$ cat src/hdl/dnes_pkg.sv
// ----------------------------------------------------------------------------
// dnes_pkg
// Shared constants and types for the decimal number extract and sort block.
// ----------------------------------------------------------------------------
package dnes_pkg;

  localparam int MAX_NUMBERS = 32;
  localparam int IDX_W = (MAX_NUMBERS > 1) ? $clog2(MAX_NUMBERS) : 1;
  localparam int CNT_W = $clog2(MAX_NUMBERS + 1);

  localparam int VALUE_W = 64;
  localparam int PROD_W  = VALUE_W + 4;

  localparam logic [7:0] CHAR_ZERO = 8'h30;
  localparam logic [7:0] CHAR_NINE = 8'h39;

  // one stored number
  typedef struct packed {
    logic               sat;
    logic [VALUE_W-1:0] value;
  } entry_t;

  // sequencer commands to the digit accumulator
  typedef struct packed {
    logic       clear;
    logic       mul;
    logic       add;
    logic [3:0] digit;
  } acc_ctrl_t;

  typedef enum logic [3:0] {
    ST_IDLE,
    ST_MUL,
    ST_ADD,
    ST_FIN,
    ST_INS_RD,
    ST_INS_CMP,
    ST_EMIT_RD,
    ST_EMIT_LD,
    ST_EMIT_WAIT
  } state_t;

endpackage

$ cat src/hdl/dnes_in_if.sv
// ----------------------------------------------------------------------------
// dnes_in_if
// Text byte channel: valid/ready with one character per request.
// ----------------------------------------------------------------------------
interface dnes_in_if;
  logic       valid;
  logic       ready;
  logic [7:0] text_byte;
  logic       end_of_text;

  modport source (output valid, output text_byte, output end_of_text, input ready);
  modport sink   (input valid, input text_byte, input end_of_text, output ready);
endinterface

$ cat src/hdl/dnes_out_if.sv
// ----------------------------------------------------------------------------
// dnes_out_if
// Sorted number channel: valid/ready with one number per request.
// ----------------------------------------------------------------------------
interface dnes_out_if;
  logic        valid;
  logic        ready;
  logic [63:0] sorted_value;
  logic        value_saturated;
  logic        no_numbers;
  logic        numbers_dropped;
  logic        is_last;

  modport source (output valid, output sorted_value, output value_saturated,
                  output no_numbers, output numbers_dropped, output is_last,
                  input ready);
  modport sink   (input valid, input sorted_value, input value_saturated,
                  input no_numbers, input numbers_dropped, input is_last,
                  output ready);
endinterface

$ cat src/hdl/decimal_number_extract_and_sort_top.sv
// ----------------------------------------------------------------------------
// decimal_number_extract_and_sort_top
// Reads decimal numbers out of a byte stream, keeps them in a sorted table
// and sends them out smallest first at the end of each text.
// ----------------------------------------------------------------------------
//
//   channel   dir   handshake      payload
//   in_ch     in    valid/ready    text_byte[7:0], end_of_text
//   out_ch    out   valid/ready    sorted_value[63:0], value_saturated,
//                                  no_numbers, numbers_dropped, is_last
//
// one request in flight at a time; in_ch.ready is high only when idle
// separator byte: one finish step; digit byte: times-ten, add digit, then finish
// finishing a number: a read and a compare for each table entry it moves past,
// and for the smaller or equal entry the compare stops at, set by the single table
// read port and the shared 64-bit compare; a number dropped on a full table is not stored
// output: each number is read, loaded into the output register and held until out_ch.ready
// synchronous reset clears the counts and flags; the table needs no clearing
//
module decimal_number_extract_and_sort_top
  import dnes_pkg::*;
(
  input  logic        clk,
  input  logic        rst,
  dnes_in_if.sink     in_ch,
  dnes_out_if.source  out_ch
);

  state_t state, state_next;

  // captured request
  logic [7:0] byte_r;
  logic       eot_r;
  logic       is_digit_r;

  // text state
  logic             in_number, in_number_next;
  logic [CNT_W-1:0] count, count_next;
  logic             dropped, dropped_next;
  logic [IDX_W-1:0] pos, pos_next;
  logic [IDX_W-1:0] k, k_next;

  // output register
  logic               out_valid, out_valid_next;
  logic [VALUE_W-1:0] out_value, out_value_next;
  logic               out_sat, out_sat_next;
  logic               out_none, out_none_next;
  logic               out_drop, out_drop_next;
  logic               out_last, out_last_next;

  // sorted table
  entry_t           mem [MAX_NUMBERS];
  logic             mem_we;
  logic [IDX_W-1:0] mem_waddr;
  entry_t           mem_wdata;
  logic [IDX_W-1:0] mem_raddr;
  entry_t           mem_rdata;

  // accumulator
  acc_ctrl_t          acc_ctrl;
  logic [VALUE_W-1:0] acc_value;
  logic               acc_sat;
  entry_t             acc_entry;

  logic in_fire;
  logic in_digit;

  assign in_fire  = in_ch.valid && in_ch.ready;
  assign in_digit = (in_ch.text_byte >= CHAR_ZERO) && (in_ch.text_byte <= CHAR_NINE);
  assign acc_entry.sat   = acc_sat;
  assign acc_entry.value = acc_value;

  dnes_accum u_accum (
    .clk       (clk),
    .rst       (rst),
    .ctrl      (acc_ctrl),
    .acc_value (acc_value),
    .acc_sat   (acc_sat)
  );

  always_comb begin
    state_next     = state;
    in_number_next = in_number;
    count_next     = count;
    dropped_next   = dropped;
    pos_next       = pos;
    k_next         = k;
    out_valid_next = out_valid;
    out_value_next = out_value;
    out_sat_next   = out_sat;
    out_none_next  = out_none;
    out_drop_next  = out_drop;
    out_last_next  = out_last;
    mem_we         = 1'b0;
    mem_waddr      = pos;
    mem_wdata      = acc_entry;
    mem_raddr      = k;
    acc_ctrl.clear = 1'b0;
    acc_ctrl.mul   = 1'b0;
    acc_ctrl.add   = 1'b0;
    // ascii digit code minus '0' is its low nibble
    acc_ctrl.digit = byte_r[3:0];

    unique case (state)
      ST_IDLE: begin
        if (in_fire) begin
          if (in_digit) begin
            // first digit of a run starts from zero
            if (!in_number) begin
              acc_ctrl.clear = 1'b1;
            end
            in_number_next = 1'b1;
            state_next     = ST_MUL;
          end else begin
            state_next = ST_FIN;
          end
        end
      end

      ST_MUL: begin
        acc_ctrl.mul = 1'b1;
        state_next   = ST_ADD;
      end

      ST_ADD: begin
        acc_ctrl.add = 1'b1;
        state_next   = ST_FIN;
      end

      ST_FIN: begin
        if (in_number && (eot_r || !is_digit_r)) begin
          // close the open run
          if (count >= CNT_W'(MAX_NUMBERS)) begin
            dropped_next   = 1'b1;
            in_number_next = 1'b0;
          end else begin
            pos_next   = count[IDX_W-1:0];
            state_next = ST_INS_RD;
          end
        end else if (eot_r) begin
          if (count == '0) begin
            out_valid_next = 1'b1;
            out_value_next = '0;
            out_sat_next   = 1'b0;
            out_none_next  = 1'b1;
            out_drop_next  = dropped;
            out_last_next  = 1'b1;
            state_next     = ST_EMIT_WAIT;
          end else begin
            k_next     = '0;
            state_next = ST_EMIT_RD;
          end
        end else begin
          state_next = ST_IDLE;
        end
      end

      ST_INS_RD: begin
        if (pos == '0) begin
          mem_we         = 1'b1;
          count_next     = count + CNT_W'(1);
          in_number_next = 1'b0;
          state_next     = ST_FIN;
        end else begin
          mem_raddr  = pos - IDX_W'(1);
          state_next = ST_INS_CMP;
        end
      end

      ST_INS_CMP: begin
        // strict compare keeps equal values in arrival order
        if (mem_rdata.value > acc_value) begin
          mem_we     = 1'b1;
          mem_wdata  = mem_rdata;
          pos_next   = pos - IDX_W'(1);
          state_next = ST_INS_RD;
        end else begin
          mem_we         = 1'b1;
          count_next     = count + CNT_W'(1);
          in_number_next = 1'b0;
          state_next     = ST_FIN;
        end
      end

      ST_EMIT_RD: begin
        mem_raddr  = k;
        state_next = ST_EMIT_LD;
      end

      ST_EMIT_LD: begin
        out_valid_next = 1'b1;
        out_value_next = mem_rdata.value;
        out_sat_next   = mem_rdata.sat;
        out_none_next  = 1'b0;
        out_drop_next  = dropped;
        out_last_next  = (CNT_W'(k) + CNT_W'(1)) == count;
        state_next     = ST_EMIT_WAIT;
      end

      ST_EMIT_WAIT: begin
        if (out_ch.ready) begin
          out_valid_next = 1'b0;
          if (out_last) begin
            // text done, back to a clean slate
            count_next     = '0;
            dropped_next   = 1'b0;
            in_number_next = 1'b0;
            state_next     = ST_IDLE;
          end else begin
            k_next     = k + IDX_W'(1);
            state_next = ST_EMIT_RD;
          end
        end
      end

      default: begin
        state_next = ST_IDLE;
      end
    endcase
  end

  // control registers
  always_ff @(posedge clk) begin
    if (rst) begin
      state     <= ST_IDLE;
      in_number <= 1'b0;
      count     <= '0;
      dropped   <= 1'b0;
      out_valid <= 1'b0;
    end else begin
      state     <= state_next;
      in_number <= in_number_next;
      count     <= count_next;
      dropped   <= dropped_next;
      out_valid <= out_valid_next;
    end
  end

  // payload registers
  always_ff @(posedge clk) begin
    pos       <= pos_next;
    k         <= k_next;
    out_value <= out_value_next;
    out_sat   <= out_sat_next;
    out_none  <= out_none_next;
    out_drop  <= out_drop_next;
    out_last  <= out_last_next;
    if (in_fire) begin
      byte_r     <= in_ch.text_byte;
      eot_r      <= in_ch.end_of_text;
      is_digit_r <= in_digit;
    end
  end

  // table: one write port, one registered read port
  always_ff @(posedge clk) begin
    if (mem_we) begin
      mem[mem_waddr] <= mem_wdata;
    end
    mem_rdata <= mem[mem_raddr];
  end

  assign in_ch.ready            = (state == ST_IDLE);
  assign out_ch.valid           = out_valid;
  assign out_ch.sorted_value    = out_value;
  assign out_ch.value_saturated = out_sat;
  assign out_ch.no_numbers      = out_none;
  assign out_ch.numbers_dropped = out_drop;
  assign out_ch.is_last         = out_last;

endmodule

$ cat src/hdl/dnes_accum.sv
// ----------------------------------------------------------------------------
// dnes_accum
// Saturating decimal accumulator: value times ten in one step, plus digit in
// the next.
// ----------------------------------------------------------------------------
module dnes_accum
  import dnes_pkg::*;
(
  input  logic               clk,
  input  logic               rst,
  input  acc_ctrl_t          ctrl,
  output logic [VALUE_W-1:0] acc_value,
  output logic               acc_sat
);

  logic [VALUE_W-1:0] acc;
  logic               sat;
  logic [PROD_W-1:0]  prod;
  logic [PROD_W-1:0]  sum;

  // acc * 8 + acc * 2
  logic [PROD_W-1:0] times_ten;
  assign times_ten = {1'b0, acc, 3'b000} + {3'b000, acc, 1'b0};
  assign sum       = prod + {{(PROD_W-4){1'b0}}, ctrl.digit};

  always_ff @(posedge clk) begin
    if (rst) begin
      acc <= '0;
      sat <= 1'b0;
    end else if (ctrl.clear) begin
      acc <= '0;
      sat <= 1'b0;
    end else if (ctrl.add && !sat) begin
      if (|sum[PROD_W-1:VALUE_W]) begin
        acc <= '1;
        sat <= 1'b1;
      end else begin
        acc <= sum[VALUE_W-1:0];
      end
    end
  end

  always_ff @(posedge clk) begin
    if (ctrl.mul) begin
      prod <= times_ten;
    end
  end

  assign acc_value = acc;
  assign acc_sat   = sat;

endmodule

$ cat src/flat_wrapper.sv
// flat-port wrapper written by rule: the top's interface ports become plain ports
module decimal_number_extract_and_sort_top_flat import dnes_pkg::*;
  (clk, rst, in_ch_valid, in_ch_text_byte, in_ch_end_of_text, in_ch_ready, out_ch_valid, out_ch_sorted_value, out_ch_value_saturated, out_ch_no_numbers, out_ch_numbers_dropped, out_ch_is_last, out_ch_ready);
  dnes_in_if in_ch_i ();
  dnes_out_if out_ch_i ();
  input  logic clk;
  input  logic rst;
  input wire logic [$bits(in_ch_i.valid)-1:0] in_ch_valid;
  input wire logic [$bits(in_ch_i.text_byte)-1:0] in_ch_text_byte;
  input wire logic [$bits(in_ch_i.end_of_text)-1:0] in_ch_end_of_text;
  output wire logic [$bits(in_ch_i.ready)-1:0] in_ch_ready;
  output wire logic [$bits(out_ch_i.valid)-1:0] out_ch_valid;
  output wire logic [$bits(out_ch_i.sorted_value)-1:0] out_ch_sorted_value;
  output wire logic [$bits(out_ch_i.value_saturated)-1:0] out_ch_value_saturated;
  output wire logic [$bits(out_ch_i.no_numbers)-1:0] out_ch_no_numbers;
  output wire logic [$bits(out_ch_i.numbers_dropped)-1:0] out_ch_numbers_dropped;
  output wire logic [$bits(out_ch_i.is_last)-1:0] out_ch_is_last;
  input wire logic [$bits(out_ch_i.ready)-1:0] out_ch_ready;
  assign in_ch_i.valid = in_ch_valid;
  assign in_ch_i.text_byte = in_ch_text_byte;
  assign in_ch_i.end_of_text = in_ch_end_of_text;
  assign in_ch_ready = in_ch_i.ready;
  assign out_ch_valid = out_ch_i.valid;
  assign out_ch_sorted_value = out_ch_i.sorted_value;
  assign out_ch_value_saturated = out_ch_i.value_saturated;
  assign out_ch_no_numbers = out_ch_i.no_numbers;
  assign out_ch_numbers_dropped = out_ch_i.numbers_dropped;
  assign out_ch_is_last = out_ch_i.is_last;
  assign out_ch_i.ready = out_ch_ready;
  decimal_number_extract_and_sort_top u_core (.clk(clk), .rst(rst), .in_ch(in_ch_i), .out_ch(out_ch_i));
endmodule
$ cat config.mk
export PLATFORM = sky130hd
export DESIGN_NAME = decimal_number_extract_and_sort_top_flat
export DESIGN_NICKNAME = d
export VERILOG_FILES = /design/src/hdl/dnes_pkg.sv /design/src/hdl/dnes_in_if.sv /design/src/hdl/dnes_out_if.sv /design/src/hdl/decimal_number_extract_and_sort_top.sv /design/src/hdl/dnes_accum.sv /design/src/flat_wrapper.sv
export SDC_FILE = /design/constraint.sdc
export NUM_CORES = 2
export LEC_CHECK = 0
export BUFFER_PORTS_ARGS = -buffer_cell sky130_fd_sc_hd__buf_2
export CAP_MARGIN = 5
export CORE_MARGIN = 2
export CORE_UTILIZATION = 25
export CTS_CLUSTER_DIAMETER = 30
export DETAILED_ROUTE_END_ITERATION = 10
export GPL_TIMING_DRIVEN = 0
export PLACE_DENSITY = 0.38
export SYNTH_ARGS = -nofsm -noshare
export SYNTH_HDL_FRONTEND = slang
export SYNTH_HIERARCHICAL = 1
export SYNTH_SLANG_ARGS = --single-unit
$ cat constraint.sdc
create_clock -name clk -period 13.5 [get_ports clk]
set_clock_uncertainty 0.15 [all_clocks]
set_input_delay 1.35 -clock clk [delete_from_list [all_inputs] [get_ports clk]]
set_output_delay 1.35 -clock clk [all_outputs]
set_load 0.02 [all_outputs]
Word level (Yosys, flattened, before mapping)
Memory sizes are Yosys's and may differ from the RTL's. A register that Yosys moved wholly into a read port is not among the register bits. Cells that the tools add are included.

$add $sub $neg: 6. $lt $le $gt $ge: 4. Eq/ne operators: 25. Mux-type cells: 72. Reduce and logical (&&, ||, !) cells: 27.

Operators with widths (count): 64-bit two-way mux (4); 65-bit two-way mux (2); 64-bit one-hot mux with 2 select lines (1); 67-bit by 65-bit adder with 68-bit output (1); 68-bit by 4-bit adder with 68-bit output (1); 64-bit greater-than comparator (1); 5-bit two-way mux (10); 4-bit one-hot mux with 9 select lines (1); 1-bit two-way mux (29); 4-bit two-way mux (6); 6-bit two-way mux (4); 5-bit one-hot mux with 2 select lines (2); 6-bit one-hot mux with 3 select lines (1); 4-bit by 3-bit == test with 1-bit output, second input constant (4); 2-bit inequality test, second input constant (8); 5-bit AND reduction (3); 2-bit by 1-bit inequality test with 1-bit output, second input constant (7); 1-bit one-hot mux with 2 select lines (6); 3-bit two-way mux (3); 9-bit AND reduction (1); 4-bit by 2-bit == test with 1-bit output, second input constant (2); 8-bit by 6-bit >= comparator with 1-bit output, second input constant (1); 8-bit by 6-bit less-or-equal comparator with 1-bit output, second input constant (1); 4-bit AND reduction (2); 26 further kinds (33).

Register bits after elaboration: 230. RAM bits: 2080. Logic and storage cells: 153. Memories kept: 1.

Memory list: u_core.mem (depth 32, bits a word 65, read ports 1, clocked after Yosys merged registers in 1, wr ports 1, line decimal_number_extract_and_sort_top.sv:52) `entry_t mem [MAX_NUMBERS];`.

Longest topological paths before layout
Depth after elaboration: 6. Depth in mapped cells: 14.

Hierarchy
The synthesis kept the hierarchy.

Modules (own cells, without submodules): decimal_number_extract_and_sort_top (instances 1, cells each 4996, area each 87493.9 um^2, sequential area each 66543.8 um^2); dnes_accum (instances 1, cells each 1062, area each 9980.8 um^2, sequential area each 3313.2 um^2).

Worst setup path after synthesis
OpenSTA, ideal clock, no wires.

Kind: register -> register. Start point: reg u_core.pos[0], in the netlist u_core/mem_waddr[0]. End point: mem u_core/mem[14][0] (netlist name), enable pin. Library setup time: 0.489 ns. Arrival: 9.154 ns. Path slack: 3.707 ns. Stages on the path, launching flop included: 9. Buffers on the path: 0. Clock period less this slack: 9.793 ns. Path through: edfxtp_1 > inv_1 > ha_1 > nor4b_4 > nand2_1 > nor3_1 > or2_2 > nand2_1 > nor2_1.

Cells in the longest elaborated chain, start to end: 5.

Ends and longest elaborated chain: start: declaration (line decimal_number_extract_and_sort_top.sv:40) `logic [IDX_W-1:0] pos, pos_next;`; start signal: assignment (line decimal_number_extract_and_sort_top.sv:241) `pos <= pos_next;`; 5-bit logical NOT (line decimal_number_extract_and_sort_top.sv:159) `if (pos == '0) begin`; 1-bit two-way mux (line decimal_number_extract_and_sort_top.sv:159); 1-bit one-hot mux with 2 select lines (line decimal_number_extract_and_sort_top.sv:104) `unique case (state)`; 1-bit two-way mux (line decimal_number_extract_and_sort_top.sv:257) `if (mem_we) begin`; 1-bit two-way mux (not written as such) (line decimal_number_extract_and_sort_top.sv:258) `mem[mem_waddr] <= mem_wdata;`; end: declaration (line decimal_number_extract_and_sort_top.sv:52).

Parallel ways exist; a longest one is shown, timed or not.

==> impl_metrics.ini <==
[run_status]
outcome = finished clean

[grt]
overflow = 0
grt_pass1_vias = 60970
grt_use_total = 0.1645
antenna_found_initial = 35
grt_max_degree = 33
grt_pass1_wl_mm = 465.7

[synthesis]
synth_largest_area_cell = edfxtp_1
syn_nets = 6210
yosysSeqAreaShare = 0.7167
yosys-top-cells-area = edfxtp_1 69%, mux4_2 4.7%, mux2i_1 4.7%
ys_types = 86
synth_top_area_frac = 0.6873
ys_ff_latch = 2374
ys.flop_type = edfxtp_1
async_reset_ff_frac = 0
yosysWarnings = 6
synth.avg_cell_area_um2 = 16.09
synth.cell_area_mm2 = 0.09747
syn_inst = 6058
synth_edf_count = 2231

[pwr]
switchingPower_mw = 5.412
clockPowerShare = 0.596
p_sw_frac = 0.2275
peakVddDrop_uv = 129.8
cellPowerDensity_mw_per_mm2 = 184.6
p_int_mw = 18.37
seqPwrFrac = 0.356
pwr-share-comb = 0.047
total_power_mw = 23.79
leakagePower_nw = 44.00

[finish]
mostFrequentLayoutCells = 2231 x edfxtp_1, 614 x clkbuf_16, 481 x nand2_1, 453 x mux2i_1, 421 x a21oi_1
nNetsFinal = 7089
nFillCells = 37630
multi_input_area_mm2 = 0.02629
area_growth_pct = 32.15
drive_above_1_share = 0.2286
regArea_mm2 = 0.06986
mostFrequentLayoutCell = edfxtp_1

[routing]
remaining_drc_errors = 0
dr.pass1.iters = 6
vias_per_cell = 4.655
drtAntennaViolNets = 0
dr.first_iter.drc_count = 4437
postRouteWirelength_mm = 334.3
via_count = 58870
wire_per_inst_um = 26.44

[timing]
tns_ns = 0
slew_viol_final = 0
setup_viol = 0
timing.final.ws_setup_ns = 5.907
rsz0062_at_grt = false
fin_crit_ns = 7.593
hold_violations = 0
relSlewSlack = 0.1128
min_period_over_period = 0.5625
fmax_mhz = 131.7
worst_pin_slew_ns = 1.331

[setup_path]
startpoint_type = flip-flop
endpoint_kind = flip-flop
cp_data_required_time_ns = 14.00
r2r_setup_slack_ns = 5.91
worst-path-max-fanout = 32
arrival_ns = 8.09
crit_type = flip-flop to flip-flop

[place]
port_buffers = 82
dp_slack_ns = 5.736
gp_congestion = 0.8192
post-dp-hpwl_mm = 238.5

[worst_hold_path]
min_path_type = flip-flop to flip-flop

[clocking]
cts_resized = 0
cts_hold_buf = 0
cts_tree = built
cts_inserted_buffers = 607
clkSinkCount = 2374
clk_pin_slew_ns = 0.04
cts-root-buf = clkbuf_16
cts_buffer_depth = 4
htree_levels = 6
post_cts_buffers = 0
insertion_delay_ns = 1.01

[die]
ios = 83
die_w_um = 628.4
die_area_mm2 = 0.3949
rows = 229
start_util = 0.2509
core_mm2 = 0.3885
chipHeight_um = 628.4

[run]
maxCapViolations = 0
[cell type report]
class,count,area share
Clock inverter,395,0.03498
Buffer,344,0.01204
Sequential cell,2374,0.5423
Tap cell,5197,0.05048
Clock buffer,722,0.1232
Inverter,102,0.002972
Antenna cell,5,0.00009713
Timing Repair Buffer,270,0.02980
Multi-Input combinational cell,3238,0.2041
[cells in the mapped netlist, drive strengths merged, types with 68 or more instances]
| cell | number |
|---|---|
| nand2 | 482 |
| and2 | 83 |
| clkbuf | 213 |
| o21ai | 259 |
| nor2 | 143 |
| o22ai | 70 |
| dfxtp | 143 |
| o221ai | 190 |
| mux4 | 204 |
| buf | 131 |
| edfxtp | 2231 |
| ha | 137 |
| a21oi | 481 |
| mux2i | 457 |
| nand3 | 68 |
| inv | 102 |
[routing by layer]
| layer | vias to the layer above | wire (µm) | track usage |
|---|---|---|---|
| met5 | - | 28 | 0 |
| met1 | 30550 | 142900 | 0.2108 |
| met4 | 4 | 9441 | 0.05265 |
| met3 | 547 | 16310 | 0.02677 |
| li1 | 26080 | - | - |
| met2 | 1687 | 165600 | 0.2825 |
[through the flow]
step | instance area [µm²] | std cells | util | hold WS [ns]
after CTS | 128800 | 12640 | 0.3315 | 0.2900
after global placement | 104400 | 11340 | 0.2687 | 0.3044
after global routing | 128800 | 12640 | 0.3315 | 0.3319
after detailed placement | 108400 | 11530 | 0.2791 | 0.3149
after floorplan | 97470 | 6058 | - | 0.2581
final | 128800 | 12650 | 0.3315 | 0.3201
[path summary, 6_finish.rpt]
kind / depth (start not counted) / to / from
max reg2reg: 13 / u_core/mem[12][59] / u_core/u_accum/acc_value[63]
max: 13 / u_core/mem[12][59] / u_core/u_accum/acc_value[63]
min: 0 / u_core/out_ch.numbers_dropped / u_core/dropped
min reg2reg: 0 / u_core/out_ch.numbers_dropped / u_core/dropped
[flip-flops by register name (all words and copies together), names as in the netlist, 4 cells and up]
register and count:
u_core/mem 2080, u_core/u_accum/prod 67, u_core/mem_rdata 65, u_core/out_ch.sorted_value 64, u_core/u_accum/acc_value 64, u_core/count 6, u_core/k 5, u_core/mem_waddr 5
u_core/byte_r 4, u_core/state 4
[logic make-up after synthesis]
family | Yosys count | synth area share
xor gates and xnor gates | 129 | 0.01159
AOI/OAI and AO/OA | 1283 | 0.08981
and+or+nand+nor | 1019 | 0.04932
adders and majority gates | 139 | 0.01800
muxes | 668 | 0.09491
DFF | 2374 | 0.7167
buffers and inverters | 446 | 0.01970
[power by group through the flow]
stage | Sequential, mW | Clock [mW] | Combinational [mW]
final | 8.48 | 14.2 | 1.13
after detailed placement | 8.60 | 0 | 1.13
after global placement | 8.66 | 0 | 0.976
after CTS | 8.48 | 14.4 | 1.14
after global routing | 8.48 | 14.8 | 1.24
after floorplan | 8.60 | 0 | 0.612
[worst max-delay path, cell delays in order, from the launching register on]
cell and delay, ns:
dfxtp_1 0.48, inv_1 0.22, ha_1 0.35, nand3_1 0.15
nor4_1 0.87, nand3_1 0.58, a31oi_1 0.85, nor4_1 0.12
buf_2 0.21, nor4_2 0.77, clkbuf_1 0.99, clkbuf_1 0.81
nand2_1 0.22, o21ai_4 0.41
(Power assumes the default switching activity.)
